===== src/design/sbpe_pkg.sv =====
// Shared types, codes and sizes of the servo bus packet engine.
package sbpe_pkg;

   // Input item modes, carried on req_tuser.
   localparam logic [1:0] MODE_START = 2'd0;
   localparam logic [1:0] MODE_PARAM = 2'd1;
   localparam logic [1:0] MODE_RX    = 2'd2;
   localparam logic [1:0] MODE_TICK  = 2'd3;

   // Result item kinds, carried on rsp_tuser.
   localparam logic [1:0] KIND_TX   = 2'd0;
   localparam logic [1:0] KIND_BODY = 2'd1;
   localparam logic [1:0] KIND_DONE = 2'd2;

   // Transaction outcomes.
   localparam logic [1:0] OUTCOME_NO_REPLY = 2'd0;
   localparam logic [1:0] OUTCOME_REPLY    = 2'd1;
   localparam logic [1:0] OUTCOME_BAD_HDR  = 2'd2;
   localparam logic [1:0] OUTCOME_TIMEOUT  = 2'd3;

   // Configuration register indexes.
   localparam logic CSR_BROADCAST_ID  = 1'b0;
   localparam logic CSR_TIMEOUT_TICKS = 1'b1;

   localparam logic [7:0]  SYNC_BYTE        = 8'hFF;
   localparam logic [7:0]  LEN_OVERHEAD     = 8'd2;
   localparam logic [7:0]  BROADCAST_RESET  = 8'd254;
   localparam logic [15:0] TIMEOUT_RESET    = 16'd20;
   localparam logic [15:0] IDLE_TICKS_MAX   = 16'hFFFF;
   localparam logic [2:0]  HDR_LAST_IDX     = 3'd4;

   localparam int QUEUE_DEPTH = 4;
   localparam int QUEUE_PTR_W = $clog2(QUEUE_DEPTH);
   localparam int QUEUE_CNT_W = $clog2(QUEUE_DEPTH + 1);

   // Bit positions of the parts of one job, in emission order.
   localparam int PART_HDR  = 0;
   localparam int PART_DATA = 1;
   localparam int PART_CKS  = 2;
   localparam int PART_DONE = 3;

   typedef enum logic [1:0] {
      PH_IDLE,
      PH_PARAMS,
      PH_HEADER,
      PH_BODY
   } phase_type;

   // One classified input item: the result items it causes, in compact form.
   typedef struct packed {
      logic       hdr_en;
      logic [7:0] hdr_id;
      logic [7:0] hdr_len;
      logic [7:0] hdr_inst;
      logic       data_en;
      logic [1:0] data_kind;
      logic [7:0] data_byte;
      logic       data_last;
      logic       cks_en;
      logic [7:0] cks;
      logic       done_en;
      logic [1:0] outcome;
      logic [7:0] reply_len;
   } job_type;

endpackage


===== src/design/sbpe_front.sv =====
// Front end: accepts input items, tracks the transaction and classifies items into jobs.
module sbpe_front (
   input  logic                clock,
   input  logic                reset,
   input  logic                accept,
   input  logic [1:0]          mode,
   input  logic [7:0]          target_id,
   input  logic [7:0]          instruction,
   input  logic [7:0]          param_count,
   input  logic                want_reply,
   input  logic [7:0]          data_byte,
   input  logic                csr_wr_en,
   input  logic                csr_index,
   input  logic [15:0]         csr_wdata,
   output logic                push,
   output sbpe_pkg::job_type   job
);

   sbpe_pkg::phase_type phase_ff, phase_in;
   logic [7:0]  sum_ff, sum_in;
   logic [7:0]  params_left_ff, params_left_in;
   logic [7:0]  current_id_ff, current_id_in;
   logic        reply_exp_ff, reply_exp_in;
   logic [1:0]  hdr_idx_ff, hdr_idx_in;
   logic        hdr_good_ff, hdr_good_in;
   logic [7:0]  body_left_ff, body_left_in;
   logic [15:0] idle_ticks_ff, idle_ticks_in;
   logic [7:0]  reply_len_ff, reply_len_in;
   logic [7:0]  bcast_ff;
   logic [15:0] timeout_ff;

   logic [7:0]  len;
   logic [7:0]  start_sum;
   logic [7:0]  param_sum;
   logic [7:0]  params_dec;
   logic [7:0]  body_dec;
   logic [15:0] ticks_inc;
   logic        start_reply;

   assign len         = param_count + sbpe_pkg::LEN_OVERHEAD;
   assign start_sum   = target_id + len + instruction;
   assign param_sum   = sum_ff + data_byte;
   assign params_dec  = params_left_ff - 8'd1;
   assign body_dec    = body_left_ff - 8'd1;
   assign ticks_inc   = (idle_ticks_ff == sbpe_pkg::IDLE_TICKS_MAX) ?
                        idle_ticks_ff : idle_ticks_ff + 16'd1;
   assign start_reply = want_reply && (target_id != bcast_ff);

   always_comb begin
      phase_in       = phase_ff;
      sum_in         = sum_ff;
      params_left_in = params_left_ff;
      current_id_in  = current_id_ff;
      reply_exp_in   = reply_exp_ff;
      hdr_idx_in     = hdr_idx_ff;
      hdr_good_in    = hdr_good_ff;
      body_left_in   = body_left_ff;
      idle_ticks_in  = idle_ticks_ff;
      reply_len_in   = reply_len_ff;
      job            = '0;
      if (accept) begin
         unique case (mode)
            sbpe_pkg::MODE_START: begin
               current_id_in  = target_id;
               reply_exp_in   = start_reply;
               sum_in         = start_sum;
               params_left_in = param_count;
               job.hdr_en     = 1'b1;
               job.hdr_id     = target_id;
               job.hdr_len    = len;
               job.hdr_inst   = instruction;
               if (param_count == 8'd0) begin
                  job.cks_en = 1'b1;
                  job.cks    = ~start_sum;
                  if (start_reply) begin
                     phase_in      = sbpe_pkg::PH_HEADER;
                     hdr_idx_in    = 2'd0;
                     hdr_good_in   = 1'b1;
                     idle_ticks_in = 16'd0;
                  end else begin
                     job.done_en = 1'b1;
                     job.outcome = sbpe_pkg::OUTCOME_NO_REPLY;
                     phase_in    = sbpe_pkg::PH_IDLE;
                  end
               end else begin
                  phase_in = sbpe_pkg::PH_PARAMS;
               end
            end
            sbpe_pkg::MODE_PARAM: begin
               if (phase_ff == sbpe_pkg::PH_PARAMS) begin
                  job.data_en    = 1'b1;
                  job.data_kind  = sbpe_pkg::KIND_TX;
                  job.data_byte  = data_byte;
                  sum_in         = param_sum;
                  params_left_in = params_dec;
                  if (params_dec == 8'd0) begin
                     job.cks_en = 1'b1;
                     job.cks    = ~param_sum;
                     if (reply_exp_ff) begin
                        phase_in      = sbpe_pkg::PH_HEADER;
                        hdr_idx_in    = 2'd0;
                        hdr_good_in   = 1'b1;
                        idle_ticks_in = 16'd0;
                     end else begin
                        job.done_en = 1'b1;
                        job.outcome = sbpe_pkg::OUTCOME_NO_REPLY;
                        phase_in    = sbpe_pkg::PH_IDLE;
                     end
                  end
               end
            end
            sbpe_pkg::MODE_RX: begin
               if (phase_ff == sbpe_pkg::PH_HEADER) begin
                  idle_ticks_in = 16'd0;
                  if (hdr_idx_ff == 2'd3) begin
                     reply_len_in = data_byte;
                     if (!hdr_good_ff) begin
                        job.done_en   = 1'b1;
                        job.outcome   = sbpe_pkg::OUTCOME_BAD_HDR;
                        job.reply_len = data_byte;
                        phase_in      = sbpe_pkg::PH_IDLE;
                     end else if (data_byte == 8'd0) begin
                        job.done_en = 1'b1;
                        job.outcome = sbpe_pkg::OUTCOME_REPLY;
                        phase_in    = sbpe_pkg::PH_IDLE;
                     end else begin
                        body_left_in = data_byte;
                        phase_in     = sbpe_pkg::PH_BODY;
                     end
                  end else begin
                     // The first two bytes must be sync bytes, the third the id.
                     if (hdr_idx_ff == 2'd2) begin
                        if (data_byte != current_id_ff) hdr_good_in = 1'b0;
                     end else begin
                        if (data_byte != sbpe_pkg::SYNC_BYTE) hdr_good_in = 1'b0;
                     end
                     hdr_idx_in = hdr_idx_ff + 2'd1;
                  end
               end else if (phase_ff == sbpe_pkg::PH_BODY) begin
                  idle_ticks_in  = 16'd0;
                  body_left_in   = body_dec;
                  job.data_en    = 1'b1;
                  job.data_kind  = sbpe_pkg::KIND_BODY;
                  job.data_byte  = data_byte;
                  job.data_last  = (body_dec == 8'd0);
                  if (body_dec == 8'd0) begin
                     job.done_en   = 1'b1;
                     job.outcome   = sbpe_pkg::OUTCOME_REPLY;
                     job.reply_len = reply_len_ff;
                     phase_in      = sbpe_pkg::PH_IDLE;
                  end
               end
            end
            sbpe_pkg::MODE_TICK: begin
               if (phase_ff == sbpe_pkg::PH_HEADER || phase_ff == sbpe_pkg::PH_BODY) begin
                  idle_ticks_in = ticks_inc;
                  if (ticks_inc >= timeout_ff) begin
                     job.done_en   = 1'b1;
                     job.outcome   = sbpe_pkg::OUTCOME_TIMEOUT;
                     job.reply_len = (phase_ff == sbpe_pkg::PH_BODY) ? reply_len_ff : 8'd0;
                     phase_in      = sbpe_pkg::PH_IDLE;
                  end
               end
            end
            default: begin
               phase_in = phase_ff;
            end
         endcase
      end
   end

   assign push = accept && (job.hdr_en || job.data_en || job.cks_en || job.done_en);

   always_ff @(posedge clock) begin
      if (reset) begin
         phase_ff       <= sbpe_pkg::PH_IDLE;
         sum_ff         <= 8'd0;
         params_left_ff <= 8'd0;
         current_id_ff  <= 8'd0;
         reply_exp_ff   <= 1'b0;
         hdr_idx_ff     <= 2'd0;
         hdr_good_ff    <= 1'b1;
         body_left_ff   <= 8'd0;
         idle_ticks_ff  <= 16'd0;
         reply_len_ff   <= 8'd0;
      end else begin
         phase_ff       <= phase_in;
         sum_ff         <= sum_in;
         params_left_ff <= params_left_in;
         current_id_ff  <= current_id_in;
         reply_exp_ff   <= reply_exp_in;
         hdr_idx_ff     <= hdr_idx_in;
         hdr_good_ff    <= hdr_good_in;
         body_left_ff   <= body_left_in;
         idle_ticks_ff  <= idle_ticks_in;
         reply_len_ff   <= reply_len_in;
      end
   end

   always_ff @(posedge clock) begin
      if (reset) begin
         bcast_ff   <= sbpe_pkg::BROADCAST_RESET;
         timeout_ff <= sbpe_pkg::TIMEOUT_RESET;
      end else if (csr_wr_en) begin
         unique case (csr_index)
            sbpe_pkg::CSR_BROADCAST_ID:  bcast_ff   <= csr_wdata[7:0];
            sbpe_pkg::CSR_TIMEOUT_TICKS: timeout_ff <= csr_wdata;
            default:                     bcast_ff   <= bcast_ff;
         endcase
      end
   end

endmodule


===== src/design/sbpe_queue.sv =====
// Job queue between the front end and the back end.
module sbpe_queue (
   input  logic                clock,
   input  logic                reset,
   input  logic                push,
   input  sbpe_pkg::job_type   push_job,
   output logic                full,
   input  logic                pop,
   output logic                head_valid,
   output sbpe_pkg::job_type   head_job
);

   sbpe_pkg::job_type                 entry_ff [sbpe_pkg::QUEUE_DEPTH];
   logic [sbpe_pkg::QUEUE_PTR_W-1:0]  wr_ptr_ff, wr_ptr_in;
   logic [sbpe_pkg::QUEUE_PTR_W-1:0]  rd_ptr_ff, rd_ptr_in;
   logic [sbpe_pkg::QUEUE_CNT_W-1:0]  count_ff, count_in;

   assign full       = (count_ff == sbpe_pkg::QUEUE_CNT_W'(sbpe_pkg::QUEUE_DEPTH));
   assign head_valid = (count_ff != '0);
   assign head_job   = entry_ff[rd_ptr_ff];

   always_comb begin
      wr_ptr_in = push ? wr_ptr_ff + 1'b1 : wr_ptr_ff;
      rd_ptr_in = pop  ? rd_ptr_ff + 1'b1 : rd_ptr_ff;
      count_in  = count_ff;
      if (push && !pop) count_in = count_ff + 1'b1;
      if (pop && !push) count_in = count_ff - 1'b1;
   end

   always_ff @(posedge clock) begin
      if (reset) begin
         wr_ptr_ff <= '0;
         rd_ptr_ff <= '0;
         count_ff  <= '0;
      end else begin
         wr_ptr_ff <= wr_ptr_in;
         rd_ptr_ff <= rd_ptr_in;
         count_ff  <= count_in;
      end
   end

   always_ff @(posedge clock) begin
      if (push) entry_ff[wr_ptr_ff] <= push_job;
   end

endmodule


===== src/design/sbpe_back.sv =====
// Back end: expands queued jobs into result items and holds them in the output register.
module sbpe_back (
   input  logic                clock,
   input  logic                reset,
   input  logic                head_valid,
   input  sbpe_pkg::job_type   head_job,
   output logic                pop,
   output logic                rsp_tvalid,
   input  logic                rsp_tready,
   output logic [23:0]         rsp_tdata,
   output logic                rsp_tlast,
   output logic [1:0]          rsp_tuser
);

   logic [3:0] emitted_ff, emitted_in;
   logic [2:0] hdr_idx_ff, hdr_idx_in;
   logic       valid_ff, valid_in;
   logic [1:0] kind_ff, kind_in;
   logic [7:0] byte_ff, byte_in;
   logic       last_ff, last_in;
   logic [1:0] outcome_ff, outcome_in;
   logic [7:0] rlen_ff, rlen_in;

   logic [3:0] parts;
   logic [3:0] pending;
   logic [3:0] cur_bit;
   logic       part_last;
   logic       job_last;
   logic       load;

   assign parts = {head_job.done_en, head_job.cks_en, head_job.data_en, head_job.hdr_en};
   assign pending = parts & ~emitted_ff;
   assign load = head_valid && (!valid_ff || rsp_tready);

   // The earliest pending part of the job supplies the next result item.
   always_comb begin
      cur_bit    = '0;
      part_last  = 1'b1;
      kind_in    = sbpe_pkg::KIND_TX;
      byte_in    = 8'd0;
      last_in    = 1'b0;
      outcome_in = sbpe_pkg::OUTCOME_NO_REPLY;
      rlen_in    = 8'd0;
      priority if (pending[sbpe_pkg::PART_HDR]) begin
         cur_bit[sbpe_pkg::PART_HDR] = 1'b1;
         part_last = (hdr_idx_ff == sbpe_pkg::HDR_LAST_IDX);
         unique case (hdr_idx_ff)
            3'd2:    byte_in = head_job.hdr_id;
            3'd3:    byte_in = head_job.hdr_len;
            3'd4:    byte_in = head_job.hdr_inst;
            default: byte_in = sbpe_pkg::SYNC_BYTE;
         endcase
      end else if (pending[sbpe_pkg::PART_DATA]) begin
         cur_bit[sbpe_pkg::PART_DATA] = 1'b1;
         kind_in = head_job.data_kind;
         byte_in = head_job.data_byte;
         last_in = head_job.data_last;
      end else if (pending[sbpe_pkg::PART_CKS]) begin
         cur_bit[sbpe_pkg::PART_CKS] = 1'b1;
         byte_in = head_job.cks;
         last_in = 1'b1;
      end else begin
         cur_bit[sbpe_pkg::PART_DONE] = 1'b1;
         kind_in    = sbpe_pkg::KIND_DONE;
         outcome_in = head_job.outcome;
         rlen_in    = head_job.reply_len;
      end
   end

   assign job_last = part_last && ((pending & ~cur_bit) == '0);
   assign pop      = load && job_last;

   always_comb begin
      emitted_in = emitted_ff;
      hdr_idx_in = hdr_idx_ff;
      valid_in   = valid_ff;
      if (load) begin
         valid_in = 1'b1;
         if (job_last) begin
            emitted_in = '0;
            hdr_idx_in = '0;
         end else if (part_last) begin
            emitted_in = emitted_ff | cur_bit;
         end else begin
            hdr_idx_in = hdr_idx_ff + 3'd1;
         end
      end else if (rsp_tready) begin
         valid_in = 1'b0;
      end
   end

   always_ff @(posedge clock) begin
      if (reset) begin
         emitted_ff <= '0;
         hdr_idx_ff <= '0;
         valid_ff   <= 1'b0;
      end else begin
         emitted_ff <= emitted_in;
         hdr_idx_ff <= hdr_idx_in;
         valid_ff   <= valid_in;
      end
   end

   always_ff @(posedge clock) begin
      if (load) begin
         kind_ff    <= kind_in;
         byte_ff    <= byte_in;
         last_ff    <= last_in;
         outcome_ff <= outcome_in;
         rlen_ff    <= rlen_in;
      end
   end

   assign rsp_tvalid = valid_ff;
   assign rsp_tuser  = kind_ff;
   assign rsp_tlast  = last_ff;
   assign rsp_tdata  = {6'd0, rlen_ff, outcome_ff, byte_ff};

   a_hdr_idx_range: assert property (@(posedge clock) disable iff (reset)
      hdr_idx_ff <= sbpe_pkg::HDR_LAST_IDX)
      else $error("header byte index ran past the instruction byte");

   a_done_no_byte: assert property (@(posedge clock) disable iff (reset)
      valid_ff && kind_ff == sbpe_pkg::KIND_DONE |-> byte_ff == 8'd0 && !last_ff)
      else $error("done item carries a byte or a last flag");

   a_byte_no_status: assert property (@(posedge clock) disable iff (reset)
      valid_ff && kind_ff != sbpe_pkg::KIND_DONE |->
         outcome_ff == sbpe_pkg::OUTCOME_NO_REPLY && rlen_ff == 8'd0)
      else $error("byte item carries status fields");

endmodule


===== src/design/servo_bus_packet_engine.sv =====
// Top level of the servo bus packet engine: command frame builder and status reply receiver.
// The engine takes one input item per clock whenever its four-entry job queue has room:
// the front end classifies each item combinationally and updates the transaction state. The
// back end emits one result item per cycle while a job is queued and the output is not
// stalled by rsp_tready, so a start command yields five to seven result items (header,
// checksum when there are no parameters, done when there is also no reply), a parameter
// byte one to three, a received byte at most two and a tick at most one. Sustained
// throughput is set by the result rate of the back end; the queue absorbs the bursts a start
// command creates. The reply checksum is not checked. Registers: index 0 is the broadcast id
// (reset 254), index 1 the tick count allowed between reply bytes (reset 20); write them
// only while the engine is idle.
module servo_bus_packet_engine (
   input  logic        clock,
   input  logic        reset,
   input  logic        req_tvalid,
   output logic        req_tready,
   // target_id[7:0], instruction[15:8], param_count[23:16], want_reply[24],
   // data_byte[32:25], zero fill above.
   input  logic [39:0] req_tdata,
   // mode[1:0].
   input  logic [1:0]  req_tuser,
   output logic        rsp_tvalid,
   input  logic        rsp_tready,
   // byte_value[7:0], outcome[9:8], reply_length[17:10], zero fill above.
   output logic [23:0] rsp_tdata,
   output logic        rsp_tlast,
   // kind[1:0].
   output logic [1:0]  rsp_tuser,
   input  logic        csr_wr_en,
   input  logic        csr_index,
   input  logic [15:0] csr_wdata
);

   logic              req_accept;
   logic              push;
   logic              full;
   logic              pop;
   logic              head_valid;
   sbpe_pkg::job_type push_job;
   sbpe_pkg::job_type head_job;

   assign req_tready = !full;
   assign req_accept = req_tvalid && req_tready;

   sbpe_front u_front (
      .clock       (clock),
      .reset       (reset),
      .accept      (req_accept),
      .mode        (req_tuser),
      .target_id   (req_tdata[7:0]),
      .instruction (req_tdata[15:8]),
      .param_count (req_tdata[23:16]),
      .want_reply  (req_tdata[24]),
      .data_byte   (req_tdata[32:25]),
      .csr_wr_en   (csr_wr_en),
      .csr_index   (csr_index),
      .csr_wdata   (csr_wdata),
      .push        (push),
      .job         (push_job)
   );

   sbpe_queue u_queue (
      .clock      (clock),
      .reset      (reset),
      .push       (push),
      .push_job   (push_job),
      .full       (full),
      .pop        (pop),
      .head_valid (head_valid),
      .head_job   (head_job)
   );

   sbpe_back u_back (
      .clock      (clock),
      .reset      (reset),
      .head_valid (head_valid),
      .head_job   (head_job),
      .pop        (pop),
      .rsp_tvalid (rsp_tvalid),
      .rsp_tready (rsp_tready),
      .rsp_tdata  (rsp_tdata),
      .rsp_tlast  (rsp_tlast),
      .rsp_tuser  (rsp_tuser)
   );

endmodule

===== config.mk =====
export PLATFORM = sky130hd
export DESIGN_NAME = servo_bus_packet_engine
export DESIGN_NICKNAME = d
export VERILOG_FILES = /design/src/design/sbpe_pkg.sv /design/src/design/sbpe_front.sv /design/src/design/sbpe_queue.sv /design/src/design/sbpe_back.sv /design/src/design/servo_bus_packet_engine.sv
export SDC_FILE = /design/constraint.sdc
export NUM_CORES = 1
export LEC_CHECK = 0
export BUFFER_PORTS_ARGS = -buffer_cell sky130_fd_sc_hd__buf_2
export CORE_MARGIN = 2
export CORE_UTILIZATION = 35
export CTS_CLUSTER_SIZE = 24
export DETAILED_ROUTE_END_ITERATION = 8
export SLEW_MARGIN = 5
export SYNTH_ARGS = -nofsm -noshare
export SYNTH_HDL_FRONTEND = slang
export SYNTH_SLANG_ARGS = --single-unit

===== constraint.sdc =====
create_clock -name clock -period 9 [get_ports clock]
set_clock_uncertainty 0.1 [all_clocks]
set_input_delay 1.35 -clock clock [delete_from_list [all_inputs] [get_ports clock]]
set_output_delay 1.35 -clock clock [all_outputs]
set_load 0.005 [all_outputs]

# Yosys cells after proc, flatten, opt, wreduce, memory -nomap -nowiden
# Memory sizes are Yosys's and may differ from the RTL's. A register that Yosys moved wholly into a read port is not among the register bits.
# Index checks and enable logic that the tools add are counted.
[totals]
reg_bits = 122
ram_bits = 228
input_bits = 64
memories = 1
[mem_list]
columns = ["memory", "words", "width", "rd", "rd_ports_with_merged_regs", "wr", "line", "rtl"]
rows = [
  ["u_queue.entry_ff", 4, 57, 1, 1, 1, "sbpe_queue.sv:13", "sbpe_pkg::job_type entry_ff [sbpe_pkg::QUEUE_DEPTH];"],
]
[op_classes]
n_addsub = 13
magnitude_cmp = 1
n_eq_ne = 34
muxes = 103
bitwise_logic = 8
reduce_logical = 43
[op_table]
columns = ["operator", "count"]
rows = [
  ["16-bit 2-to-1 mux", 9],
  ["8-bit 2-to-1 mux", 12],
  ["11-bit 2-to-1 mux", 7],
  ["16-bit one-hot mux with 4 select lines", 1],
  ["12-bit 2-to-1 mux", 5],
  ["57-bit 2-to-1 mux", 1],
  ["2-bit 2-to-1 mux", 25],
  ["8-bit one-hot mux with 2 select lines", 3],
  ["8-bit zero test", 4],
  ["3-bit 2-to-1 mux", 9],
  ["25-bit 2-to-1 mux", 1],
  ["8-bit adder", 3],
  ["8-bit one-hot mux with 3 select lines", 1],
  ["11-bit one-hot mux with 2 select lines", 1],
  ["1-bit 2-to-1 mux", 21],
  ["2-bit by 1-bit inequality test with 1-bit output, second input constant", 9],
  ["9-bit one-hot mux with 2 select lines", 1],
  ["16-bit by 1-bit adder with 16-bit output, second input constant", 1],
  ["16-bit == test, second input constant", 1],
  ["16-bit >= comparator", 1],
  ["8-bit inequality test", 2],
  ["8-bit NOT", 2],
  ["8-bit AND reduction", 2],
  ["8-bit by 1-bit subtractor with 8-bit output, second input constant", 2],
  ["other kinds (35)", 78],
]

# Longest topological paths before layout
[logic_depth]
depth_word = 14
ltp_mapped = 21

# Cells and area by module
# Synthesis repeated with hierarchy kept, for this count alone.
[unflattened]
cells_unflattened = 1371
area_unflattened_um2 = 16689.8
[modules_own_cells]
columns = ["module", "instances", "cells_per_inst", "area_per_inst_um2", "seq_area_each_um2"]
rows = [
  ["sbpe_queue", 1, 340, 8644.5, 7026.7],
  ["sbpe_front", 1, 895, 6501.2, 1721.7],
  ["sbpe_back", 1, 134, 1534.0, 790.8],
  ["servo_bus_packet_engine", 1, 2, 10.0, 0.0],
]

# Worst setup path after synthesis
# OpenSTA, ideal clock, no wires.
[synth_path]
kind = "reg2reg"
from = "register u_front.idle_ticks_ff[3]"
to = "memory u_queue.entry_ff[0][0] (netlist bit) (enable)"
setup_ns = 0.477
t_arrival_ns = 5.875
required_time_ns = 8.423
path_slack_ns = 2.549
stages_incl_launch_ff = 17
period_less_slack_ns = 6.451
path_cell_list = "dfxtp_1 -> buf_2 -> nand4_1 -> nor4_2 -> nand3_1 -> nand2b_1 -> nor2_1 -> xnor2_1 -> ha_1 -> a21oi_1 -> a2111oi_0 -> nor2b_1 -> a21bo_2 -> o311ai_1 -> and2_1 -> buf_2 -> nor2b_1"
[synth_via]
elab_chain_len = 11
word_cells_on_any_way = 12
classes_between = "add/sub: 1; order compare: 1; eq/ne: 1; mux: 7; reduce/logical: 2"
[synth_lines]
columns = ["element", "line", "rtl"]
rows = [
  ["start, declared", "sbpe_front.sv:27", "logic [15:0] idle_ticks_ff, idle_ticks_in;"],
  ["start signal, assigned", "sbpe_front.sv:195", "idle_ticks_ff <= idle_ticks_in;"],
  ["16-bit by 1-bit adder with 16-bit output / 16-bit == test (equally long branches)", "sbpe_front.sv:46, sbpe_front.sv:45", ""],
  ["16-bit 2-to-1 mux (*)", "sbpe_front.sv:45", "assign ticks_inc = (idle_ticks_ff == sbpe_pkg::IDLE_TICKS_MAX) ?"],
  ["16-bit >= comparator (*)", "sbpe_front.sv:157", "if (ticks_inc >= timeout_ff) begin"],
  ["11-bit 2-to-1 mux (*)", "sbpe_front.sv:157", ""],
  ["11-bit 2-to-1 mux (*)", "sbpe_front.sv:155", "if (phase_ff == sbpe_pkg::PH_HEADER || phase_ff == sbpe_pkg::PH_BODY) begin"],
  ["3-bit one-hot mux with 4 select lines (*)", "sbpe_front.sv:62", "unique case (mode)"],
  ["57-bit 2-to-1 mux (*)", "sbpe_front.sv:61", "if (accept) begin"],
  ["1-bit logical OR (*)", "sbpe_front.sv:172", "assign push = accept && (job.hdr_en || job.data_en || job.cks_en || job.done_en);"],
  ["1-bit logical AND (*)", "sbpe_front.sv:172", ""],
  ["1-bit 2-to-1 mux (*)", "sbpe_queue.sv:43", "if (push) entry_ff[wr_ptr_ff] <= push_job;"],
  ["1-bit 2-to-1 mux (implied by the code) (*)", "sbpe_queue.sv:43", ""],
  ["end, declared", "sbpe_queue.sv:13", ""],
]
# Every way passes the cells marked *; elsewhere a longest branch is shown, timed or not.

# Worst setup path in the final report
[layout_path]
from = "register u_front.idle_ticks_ff[3]"
to = "memory u_queue.entry_ff[0][20] (netlist bit) (enable)"
# The elaborated chain is that of the path after synthesis.

==> qor.txt <==
Static leakage: 6.59 nW
Met3 Resource Use GR: 2.96%
Critical path's top delay family: simple AND/OR/NAND/NOR gates
Int Power: 3.02 mW
Worst-case vdd ir drop: 140 uV
Die width: 220 um
Leading area contributor after synthesis: edfxtp_1
ANT nets after route: 0
Sw frac: 26.7%
Worst setup startpoint: u_front.idle_ticks_ff[3]
Total global routing overflow: 0
Cell count of the worst reg-to-reg path: 15
CP max FO: 30
Buf/Inv on CP: 1
Gpl congestion: 0.869
GRT Util Overall: 16.5%
First-pass GRT wire length: 61.3 mm
Power per cell area: 221 nW/um2
Critical Path End: u_queue.entry_ff[0][20]
Router iterations before antenna repair: 5
Top Ports: 93
Worst path cell trace: nand4_1 > nor4_2 > nand3_1 > nand2b_1 > nor2_1 > xnor2_1 > ha_1 > a21oi_1 > a2111oi_0 > nor2b_1 > a21bo_2 > o311ai_1 > and2_1 > nor2b_4 > buf_4
Sw Pwr: 1.10 mW
Largest net degree at the start of global routing: 64
Design area: 18,600 um2
Top-count cell post-synth: edfxtp_1
Total Wirelength: 39.9 mm
CTS tree: built
Status: completed
# rows: 79
Die Y: 220 um
Minimum clock period: 6.20 ns
P&R area growth vs syn: 13.7%
RR Endpoint: u_queue.entry_ff[0][20]
Ys Warns: 0
Peak per-stage delay on the critical path: 0.93 ns
Initial cell density of the core: 35.3%
FF-to-FF Start: u_front.idle_ticks_ff[3]
Top reg by flops: u_queue.entry_ff
GR peak layer: met2
Initial antenna violation count: 3
Clock network power share: 37.3%
Synth Flop Type: edfxtp_1
Max clock buf depth: 3
Clock Latency Late Sink: 0.54 ns
Post-DP Area: 17,400 um2
Post-CTS Setup Repair Bufs: 0
Reg power frac: 46.0%
Share of cells above drive strength 1: 15.6%
WP depth: 15
Synth top area share: 45.0%
Met2 Track Usage GR: 28.0%
Setup violations, final: 0
Final net count: 1,541
Slew @ Worst Pin: 1.16 ns
Via count: 10,795
Yosys cell types: 72
Number of synthesized register bits: 348
Hold Path Class: flip-flop to flip-flop
Port Buffers: 79
Post-detailed-route wirelength per cell: 19.4 um
Combinational power share: 16.7%
Regs by FF count: u_queue.entry_ff (224), u_front.idle_ticks_ff (16), u_front.timeout_ff (16)
Resized Gates After CTS: 0
Vias per inst: 5.26
Sequential fraction of the synthesis area: 57.6%
WP data arrival: 6.28 ns
Core area: 46,400 um2
Clk root buf: clkbuf_16
DR iter-0 viols: 689
Reg-to-reg slack, setup: 2.80 ns
Hold buffers post-CTS: 0
Top cells by area, synth: edfxtp_1, dfxtp_1, mux4_2
EDFF count, synth: 245
Final TNS setup: 0 ns
Unrepaired setup endpoints after global routing: false
GR Layer Usage met1: 21.5%
Crit path kind: flip-flop to flip-flop
Num CTS Buffers: 39
Number of global-route vias before repair: 10,703
Tot Pwr: 4.11 mW
Fillers: 4,382
Fin crit share: 68.9%
Required @ worst endpoint: 9.08 ns
DP HPWL: 27.1 mm
Remaining DRCs: 0
Syn Area/Cell: 12.1 um2
Die area: 48,500 um2
Critical path's slowest cell: nor2b_4
Final count of hold timing violations: 0
Post-synth top cells: edfxtp_1, nand2_1, dfxtp_1
Critical path startpoint category: flip-flop
H-tree depth: 2
Cells after Synth: 1,350
Max reg flops: 224
Worst hold path depth: 2
Asr flop ratio synth: 0%
Slew Limit Fails: 0
Cell Area, Synth: 16,400 um2
CP Capture Type: flip-flop
Count of max-cap constraint violations: 0
Max-slew headroom: 22.0%
Max Clock Freq: 161 MHz
Clock Pin Slew Worst Setup and Hold Paths: 0.06 ns
TritonCTS Sinks: 348
[placed cells by master (no fill, tap or decap), types with 20 or more instances in the layout]
cell / synthesis / final
edfxtp_1: 245 / 245
nand2_1: 137 / 137
dfxtp_1: 103 / 101
nor2_1: 100 / 100
inv_1: 89 / 89
a21oi_1: 87 / 87
buf_2: 10 / 78
mux4_2: 56 / 56
ha_1: 51 / 51
o21ai_0: 42 / 41
clkbuf_16: 0 / 40
nand3_1: 32 / 32
xor2_1: 23 / 23
xnor2_1: 22 / 22
nor2b_1: 26 / 21
nor3_1: 21 / 20
[cells by family after synthesis]
kind of cell,synth area share [%]
other,0.0229
AND/OR/NAND/NOR,11.6
adder cells (fa/ha/maj),5.12
AO/OA/AOI/OAI,10.4
flip-flops,57.6
multiplexers,8.95
XOR/XNOR,2.41
buffers and inverters,3.93
[power by group through the flow]
| stage | Clock, mW | Sequential (mW) | Combinational [mW] |
|---|---|---|---|
| 2_1_floorplan | 0 | 1.91 | 0.469 |
| 3_3_place_gp | 0 | 1.93 | 0.686 |
| 3_5_place_dp | 0 | 1.93 | 0.698 |
| 4_1_cts | 1.56 | 1.90 | 0.700 |
| 5_1_grt | 1.63 | 1.91 | 0.756 |
| 6_report | 1.53 | 1.89 | 0.685 |
[routing by layer]
layer	vias to the layer above	share of wire (%)
met5	-	0.060
met4	4	2.9
met3	78	5.4
met2	300	48
met1	5301	43
li1	5112	-
[worst min-delay path by stage]
| stage | start | endpoint | slack (ns) |
|---|---|---|---|
| floorplan | u_back.emitted_ff[2] | u_back.emitted_ff[2] | 0.33 |
| global placement | u_front.timeout_ff[9] | u_front.timeout_ff[9] | 0.35 |
| detailed placement | u_front.timeout_ff[9] | u_front.timeout_ff[9] | 0.35 |
| CTS | u_front.timeout_ff[9] | u_front.timeout_ff[9] | 0.36 |
| global route | u_front.timeout_ff[7] | u_front.timeout_ff[7] | 0.37 |
| finish | u_front.timeout_ff[9] | u_front.timeout_ff[9] | 0.35 |
[final cells by class]
class,count,area (um2),area share [%]
clock inverter,22,200,1.08
tap,607,759,4.08
antenna,1,2.50,0.0135
sequential,348,9420,50.7
multi-input combinational,845,6360,34.2
inverter,90,338,1.82
timing repair buffer,92,495,2.66
clock buffer,47,1030,5.52
[worst reg2reg max path, stage by stage (launching register included)]
cell       delay [ns]
dfxtp_1          0.46
nand4_1          0.25
nor4_2           0.69
nand3_1          0.41
nand2b_1         0.25
nor2_1           0.09
xnor2_1          0.16
ha_1             0.33
a21oi_1          0.09
a2111oi_0        0.59
nor2b_1          0.21
a21bo_2          0.19
o311ai_1         0.19
and2_1           0.36
nor2b_4          0.94
buf_4            0.55
[per-stage QoR]
step	cells	utilization (%)	hold slack [ns]	setup WS (ns)
floorplan	1355	-	0.331	2.55
global placement	1982	37.5	0.346	2.93
detailed placement	1982	37.5	0.349	2.82
CTS	2051	40.1	0.356	2.79
global route	2051	40.1	0.371	2.40
finish	2052	40.1	0.352	2.80
Power figures use the tool's default switching activity.
